--- src/hw/rtl/assert_macros.svh ---
// Assertion macros used by the top-level RTL file.
`ifndef ASSERT_MACROS_SVH
`define ASSERT_MACROS_SVH

// Property checked on every rising clock edge outside reset.
`define C3RB_ASSERT(label, prop, msg) \
    label: assert property (@(posedge clk) disable iff (!rst_n) (prop)) else $error(msg);

// Consequence checked in the cycle after the trigger.
`define C3RB_ASSERT_NEXT(label, trig, cons, msg) \
    label: assert property (@(posedge clk) disable iff (!rst_n) (trig) |=> (cons)) \
        else $error(msg);

`endif

--- src/hw/rtl/c3rb_pkg.sv ---
// Package for the 3x3 replicate-border convolution: sizes, codes, types and helpers.
package c3rb_pkg;

    localparam int MAX_WIDTH  = 1024;
    localparam int MAX_HEIGHT = 1024;

    localparam int PIX_W     = 8;
    localparam int CFG_W     = 24;
    localparam int CFG_DIM_W = 11;
    localparam int CFG_IDX_W = 3;
    localparam int VAL_W     = 20;
    localparam int POS_W     = 10;

    localparam int COL_W  = $clog2(MAX_WIDTH);
    localparam int DIM_W  = $clog2(MAX_WIDTH + 1);
    localparam int ROW_W  = $clog2(MAX_HEIGHT + 1);
    localparam int SLOTS  = 3;
    localparam int WORD_W = SLOTS * PIX_W;

    // output queue, power of two
    localparam int FIFO_DEPTH = 8;
    localparam int FIFO_AW    = $clog2(FIFO_DEPTH);
    localparam int OCC_W      = $clog2(FIFO_DEPTH + 1);

    localparam logic [CFG_DIM_W-1:0] DIM_RESET = CFG_DIM_W'(1024);

    localparam logic ACT_PIXEL = 1'b0;
    localparam logic ACT_DRAIN = 1'b1;

    localparam logic [CFG_IDX_W-1:0] REG_COEFF0 = 3'd0;
    localparam logic [CFG_IDX_W-1:0] REG_COEFF1 = 3'd1;
    localparam logic [CFG_IDX_W-1:0] REG_COEFF2 = 3'd2;
    localparam logic [CFG_IDX_W-1:0] REG_WIDTH  = 3'd3;
    localparam logic [CFG_IDX_W-1:0] REG_HEIGHT = 3'd4;

    typedef logic [1:0] slot_t;
    typedef logic [PIX_W-1:0] pix_t;
    typedef logic [WORD_W-1:0] word_t;
    // window [a][b]: a = 0 right, 1 centre, 2 left column; b = 0 lower, 1 centre, 2 upper row
    typedef logic [2:0][2:0][PIX_W-1:0] win_t;
    typedef logic [2:0][CFG_W-1:0] coeffs_t;

    typedef struct packed {
        logic [POS_W-1:0] x;
        logic [POS_W-1:0] y;
        logic             last;
    } pos_t;

    typedef struct packed {
        logic signed [VAL_W-1:0] value;
        pos_t                    pos;
    } res_t;

    typedef struct packed {
        logic valid;
        win_t win;
        pos_t pos;
    } mac_in_t;

    typedef struct packed {
        logic valid;
        res_t res;
    } mac_out_t;

    function automatic logic [DIM_W-1:0] clamp_w(input logic [CFG_DIM_W-1:0] v);
        logic [DIM_W-1:0] r;
        if (v == '0)
            r = DIM_W'(1);
        else if (v > MAX_WIDTH)
            r = DIM_W'(MAX_WIDTH);
        else
            r = DIM_W'(v);
        return r;
    endfunction

    function automatic logic [ROW_W-1:0] clamp_h(input logic [CFG_DIM_W-1:0] v);
        logic [ROW_W-1:0] r;
        if (v == '0)
            r = ROW_W'(1);
        else if (v > MAX_HEIGHT)
            r = ROW_W'(MAX_HEIGHT);
        else
            r = ROW_W'(v);
        return r;
    endfunction

    function automatic slot_t slot_inc(input slot_t s);
        return (s == 2'd2) ? 2'd0 : s + 2'd1;
    endfunction

    function automatic slot_t slot_dec(input slot_t s);
        return (s == 2'd0) ? 2'd2 : s - 2'd1;
    endfunction

    function automatic pix_t lane_pick(input word_t w, input slot_t s);
        pix_t r;
        case (s)
            2'd0:    r = w[PIX_W-1:0];
            2'd1:    r = w[2*PIX_W-1:PIX_W];
            2'd2:    r = w[3*PIX_W-1:2*PIX_W];
            default: r = w[PIX_W-1:0];
        endcase
        return r;
    endfunction

endpackage

--- src/hw/rtl/c3rb_mac.sv ---
// Nine-tap multiply and add tree, three register stages.
module c3rb_mac (
    input  logic                 clk,
    input  logic                 rst_n,
    input  c3rb_pkg::coeffs_t    coeffs,
    input  c3rb_pkg::mac_in_t    din,
    output c3rb_pkg::mac_out_t   dout
);

    localparam int PROD_W = 2 * c3rb_pkg::PIX_W + 1;
    localparam int RSUM_W = PROD_W + 2;

    logic signed [PROD_W-1:0] prod_next [3][3];
    logic signed [PROD_W-1:0] prod_reg  [3][3];
    logic signed [RSUM_W-1:0] rsum_next [3];
    logic signed [RSUM_W-1:0] rsum_reg  [3];
    logic signed [c3rb_pkg::VAL_W-1:0] total_next;
    logic signed [c3rb_pkg::VAL_W-1:0] total_reg;

    logic v1_reg, v2_reg, v3_reg;
    c3rb_pkg::pos_t pos1_reg, pos2_reg, pos3_reg;

    always_comb
    begin
        for (int a = 0; a < 3; a++)
        begin
            for (int b = 0; b < 3; b++)
            begin
                prod_next[a][b] =
                    PROD_W'($signed(coeffs[a][c3rb_pkg::PIX_W*b +: c3rb_pkg::PIX_W])) *
                    PROD_W'($signed({1'b0, din.win[a][b]}));
            end
        end
    end

    always_comb
    begin
        for (int a = 0; a < 3; a++)
        begin
            rsum_next[a] = RSUM_W'(prod_reg[a][0]) + RSUM_W'(prod_reg[a][1])
                         + RSUM_W'(prod_reg[a][2]);
        end
        total_next = c3rb_pkg::VAL_W'(rsum_reg[0]) + c3rb_pkg::VAL_W'(rsum_reg[1])
                   + c3rb_pkg::VAL_W'(rsum_reg[2]);
    end

    always_ff @(posedge clk or negedge rst_n)
    begin
        if (!rst_n)
        begin
            v1_reg <= 1'b0;
            v2_reg <= 1'b0;
            v3_reg <= 1'b0;
        end
        else
        begin
            v1_reg <= din.valid;
            v2_reg <= v1_reg;
            v3_reg <= v2_reg;
        end
    end

    always_ff @(posedge clk)
    begin
        if (din.valid)
        begin
            prod_reg <= prod_next;
            pos1_reg <= din.pos;
        end
        if (v1_reg)
        begin
            rsum_reg <= rsum_next;
            pos2_reg <= pos1_reg;
        end
        if (v2_reg)
        begin
            total_reg <= total_next;
            pos3_reg  <= pos2_reg;
        end
    end

    assign dout.valid     = v3_reg;
    assign dout.res.value = total_reg;
    assign dout.res.pos   = pos3_reg;

endmodule

--- config.mk ---
export PLATFORM = sky130hd
export DESIGN_NAME = c3rb_mac
export DESIGN_NICKNAME = d
export VERILOG_FILES = /design/src/hw/rtl/assert_macros.svh /design/src/hw/rtl/c3rb_pkg.sv /design/src/hw/rtl/c3rb_mac.sv
export SDC_FILE = /design/constraint.sdc
export NUM_CORES = 2
export LEC_CHECK = 0
export BUFFER_PORTS_ARGS = -buffer_cell sky130_fd_sc_hd__buf_4
export CAP_MARGIN = 20
export CORE_MARGIN = 4
export CORE_UTILIZATION = 54
export DETAILED_ROUTE_END_ITERATION = 6
export PLACE_DENSITY = 0.83
export SLEW_MARGIN = 20
export SYNTH_ARGS = -nofsm -noshare
export SYNTH_HDL_FRONTEND = slang
export SYNTH_SLANG_ARGS = --single-unit
--- constraint.sdc ---
create_clock -name clk -period 3.4 [get_ports clk]
set_input_delay 0.34 -clock clk [delete_from_list [all_inputs] [get_ports clk]]
set_output_delay 0.34 -clock clk [all_outputs]
set_load 0.1 [all_outputs]
### Word-level counts from Yosys, hierarchy flattened

Cells that the tools add are included.

* input port bits: 168
* bits in registers: 296
* logic and storage cells: 42

* $mul: 9
* add/subtract/negate cells: 8

Operators by type and width (number)
* $mul A8 B9 Y17: 9
* $add A18 B17 Y19: 3
* $add A17 B17 Y18: 3
* $add A19 B19 Y20: 1
* $add A20 B19 Y20: 1

### Longest topological paths before layout

* depth after elaboration: 2
* depth in mapped cells: 19

### Worst setup path after synthesis

No wires, ideal clock.

* path type: input to register
* start point: input port coeffs[47] (netlist name)
* end point: register prod_reg[66] (netlist name) (data pin)
* buffers on the path: 0
* stages on the path: 16
* arrival: 3.989 ns
* library setup time: 0.257 ns
* required time: 3.143 ns
* setup slack: -0.847 ns
* cell sequence: inv_1 -> fa_1 -> fa_1 -> inv_1 -> fa_1 -> inv_1 -> fa_1 -> inv_1 -> ha_1 -> o21a_1 -> a21oi_2 -> a21oi_1 -> o21a_1 -> o21a_1 -> o41a_1 -> xor2_1

RTL lines
* start, declared: RTL line c3rb_mac.sv:5 `input c3rb_pkg::coeffs_t coeffs,`
* end signal, assigned: RTL line c3rb_mac.sv:67 `prod_reg <= prod_next;`
* end, declared: RTL line c3rb_mac.sv:14 `logic signed [PROD_W-1:0] prod_reg [3][3];`

==> impl_metrics.json <==
{
  "async_reset_ff_share_pct": 1.01,
  "synth_seq_cells": 296,
  "rsz0062_at_grt": "true",
  "initial_utilization_pct": 54.6,
  "required_ns": 3.69,
  "timing.rr.end": "rsum_reg[11]",
  "clkSinkCount": 296,
  "die_area_mm2": 0.0650,
  "dp_cells": 4425,
  "cp-end-kind": "register",
  "crit_chain": "buf_6 -> buf_4 -> and2_4 -> fa_1 -> fa_1 -> fa_1 -> inv_2 -> fa_1 -> inv_2 -> ha_4 -> nor3_2 -> nor2_2 -> o41ai_4 -> buf_4 -> nor3_4 -> nor2_2 -> xnor2_2",
  "fin_crit_sh_pct": 115,
  "synth.top_cell.area_share_pct": 26.7,
  "reg2reg_from": "prod_reg[18]",
  "vias": 24400,
  "die_h_um": 255,
  "hold_viol_final": 0,
  "antenna_found_initial": 3,
  "cts-root-buf": "clkbuf_16",
  "drive_gt1_share_pct": 29.4,
  "status": "finished with violations",
  "drt_iter0_drc": 1292,
  "cts_tree": "built",
  "fin_cells": 4558,
  "power_mw": 40.2,
  "rows": 90,
  "r2r_setup_slack_ns": 0.13,
  "htree_levels": 1,
  "dp.final_hpwl_um": 58800,
  "arrival_ns": 4.19,
  "numPortBuffers": 209,
  "hp-class": "primary input to asynchronous set/reset pin",
  "drtAntennaViolNets": 0,
  "placed_area_mm2": 0.0388,
  "wire_per_inst_um": 17.6,
  "synth_fp_nets": 4100,
  "synth_edf_count": 293,
  "numCtsBuffers": 30,
  "ys_seq_area_share_pct": 26.9,
  "clk_path_buf_depth": 3,
  "drv_cap": 0,
  "viasPerCell": 5.34,
  "synthFlopType": "edfxtp_1",
  "final_util_pct": 70.4,
  "place.gp.congestion": 0.869,
  "critPathKind": "primary input to register",
  "io_pins": 210,
  "layout_common_cells": "507 x buf_4, 463 x inv_1, 393 x ha_1, 383 x fa_1, 315 x and2_1",
  "route.detailed.drc": 0,
  "period_needed_ns": 3.90,
  "fin_skew_ns": 0.0403,
  "clock_latency_ns": 0.60,
  "tightestPinTransition_ns": 1.02,
  "ys_warn_count": 0,
  "grt_pass1_vias": 25600,
  "syn_area_per_cell_um2": 10.7,
  "critPathMaxStageDelay_ns": 0.57,
  "grt.total_usage_pct": 23.3,
  "grt_first_pass_wirelength_um": 123000,
  "dr.pass1.iters": 6,
  "r2r_cells": 10,
  "maxSlewHeadroom_pct": 32.3,
  "grt.overflow.total": 0,
  "max_clock_freq_mhz": 257,
  "fp.coreArea_mm2": 0.0604,
  "critPathSlowestCell": "fa_1",
  "stdcell_area_mm2": 0.0425,
  "grt_start_max_net_pins": 80,
  "area_delta_synth_final_pct": 29.0,
  "wl_um": 80200,
  "failed_checks": "negative setup slack",
  "largest_reg_flops": 153,
  "p_per_area_mw_per_mm2": 946,
  "yosys-top-cells-area": "edfxtp_1 27%, fa_1 25%, ha_1 17%, and2_1 7.1%, inv_1 6.2%",
  "worst_slack_ns": -0.498,
  "setup_violations": 55,
  "die_w_um": 255,
  "start_kind": "primary input",
  "syn_inst": 3069,
  "synth_area_leader_cell": "edfxtp_1",
  "power_leakage_nw": 19.8,
  "crit_top_cell": "fa_1",
  "clk_pin_slew_ns": 0.06,
  "layout.nets": 4780,
  "synthesis.area_mm2": 0.0329,
  "synth_cell_types": 67,
  "vdd_drop_max_mv": 0.796,
  "path_max_fanout": 6,
  "slew_viol_final": 0,
  "mostFrequentLayoutCell": "buf_4"
}
[cells in the mapped netlist (all sizes together), types with 14 or more instances]
library cell  count
and2            373
o21bai           14
nor3             33
nor2b            19
a21o             23
nor2            145
ha              456
o21ai            71
a21oi           115
fa              407
edfxtp          293
inv             545
nand2b           46
nand2           187
xor2             30
nand3            14
xnor2           110
o21a             43
[metal layers]
metal | track usage [%] | vias up | part of all wire [%]
li1 | - | 11400 | -
met1 | 29.9 | 12100 | 39
met2 | 42.3 | 628 | 53
met3 | 3.05 | 179 | 4.9
met4 | 5.71 | 0 | 3.1
met5 | 0 | - | 0
[per-stage QoR]
stage,hold slack (ns),setup WS [ns],setup TNS [ns]
3_3_place_gp,0.137,-0.989,-53.42
5_1_grt,0.0815,-0.591,-19.37
6_report,0.0986,-0.498,-13.99
3_5_place_dp,0.135,-1.05,-58.49
2_1_floorplan,0.0444,-0.726,-23.46
4_1_cts,0.0669,-0.424,-8.56
[report_power, final]
part	leakage, nW	switching (mW)	total, mW	internal [mW]
Combinational	16.4	15.6	29.1	13.5
Sequential	2.90	0.877	7.65	6.77
Clock	0.489	1.48	3.42	1.94
[worst max-delay path: cells and delay by family]
family	cells	cell delay (ns)
adder cells (fa/ha/maj)	5	2.46
XOR/XNOR	1	0.17
buffers and inverters	5	0.52
AND/OR/NAND/NOR	5	0.60
AO/OA/AOI/OAI	1	0.09
[worst max path at each step]
| stage | slack (ns) | to | start |
|---|---|---|---|
| 2_1_floorplan | -0.73 | prod_reg[151] | coeffs[7] |
| 3_3_place_gp | -0.99 | prod_reg[66] | din[64] |
| 3_5_place_dp | -1.05 | prod_reg[66] | din[64] |
| 4_1_cts | -0.42 | prod_reg[66] | din[63] |
| 5_1_grt | -0.59 | prod_reg[67] | coeffs[47] |
| 6_report | -0.50 | prod_reg[15] | coeffs[68] |
[final cells by class]
type	instances	area (um^2)
Tap cell	782	978
Sequential cell	296	8880
Timing Repair Buffer	653	5530
Multi-Input combinational cell	2222	24000
Antenna cell	3	7.51
Fill cell	3982	17900
Clock buffer	31	754
Clock inverter	25	260
Inverter	546	2080
[kinds of logic after synthesis]
family / synth area share [%]
compound gates: 7.41
simple gates: 13.5
fa+ha+maj: 42.1
xor+xnor: 3.72
mux: 0.0304
buf+inv: 6.30
flops: 26.9
[timing repair]
| action | 4_1_cts | 5_1_grt |
|---|---|---|
| pin swaps | 145 | 150 |
| hold buffers | 22 | 0 |
| hold endpoints to repair | 24 | 0 |
| setup buffers | 35 | 29 |
| gates resized for setup | 274 | 242 |
| endpoints found under the setup margin | 50 | 67 |
Note: power is estimated with default switching activity, not from simulation.
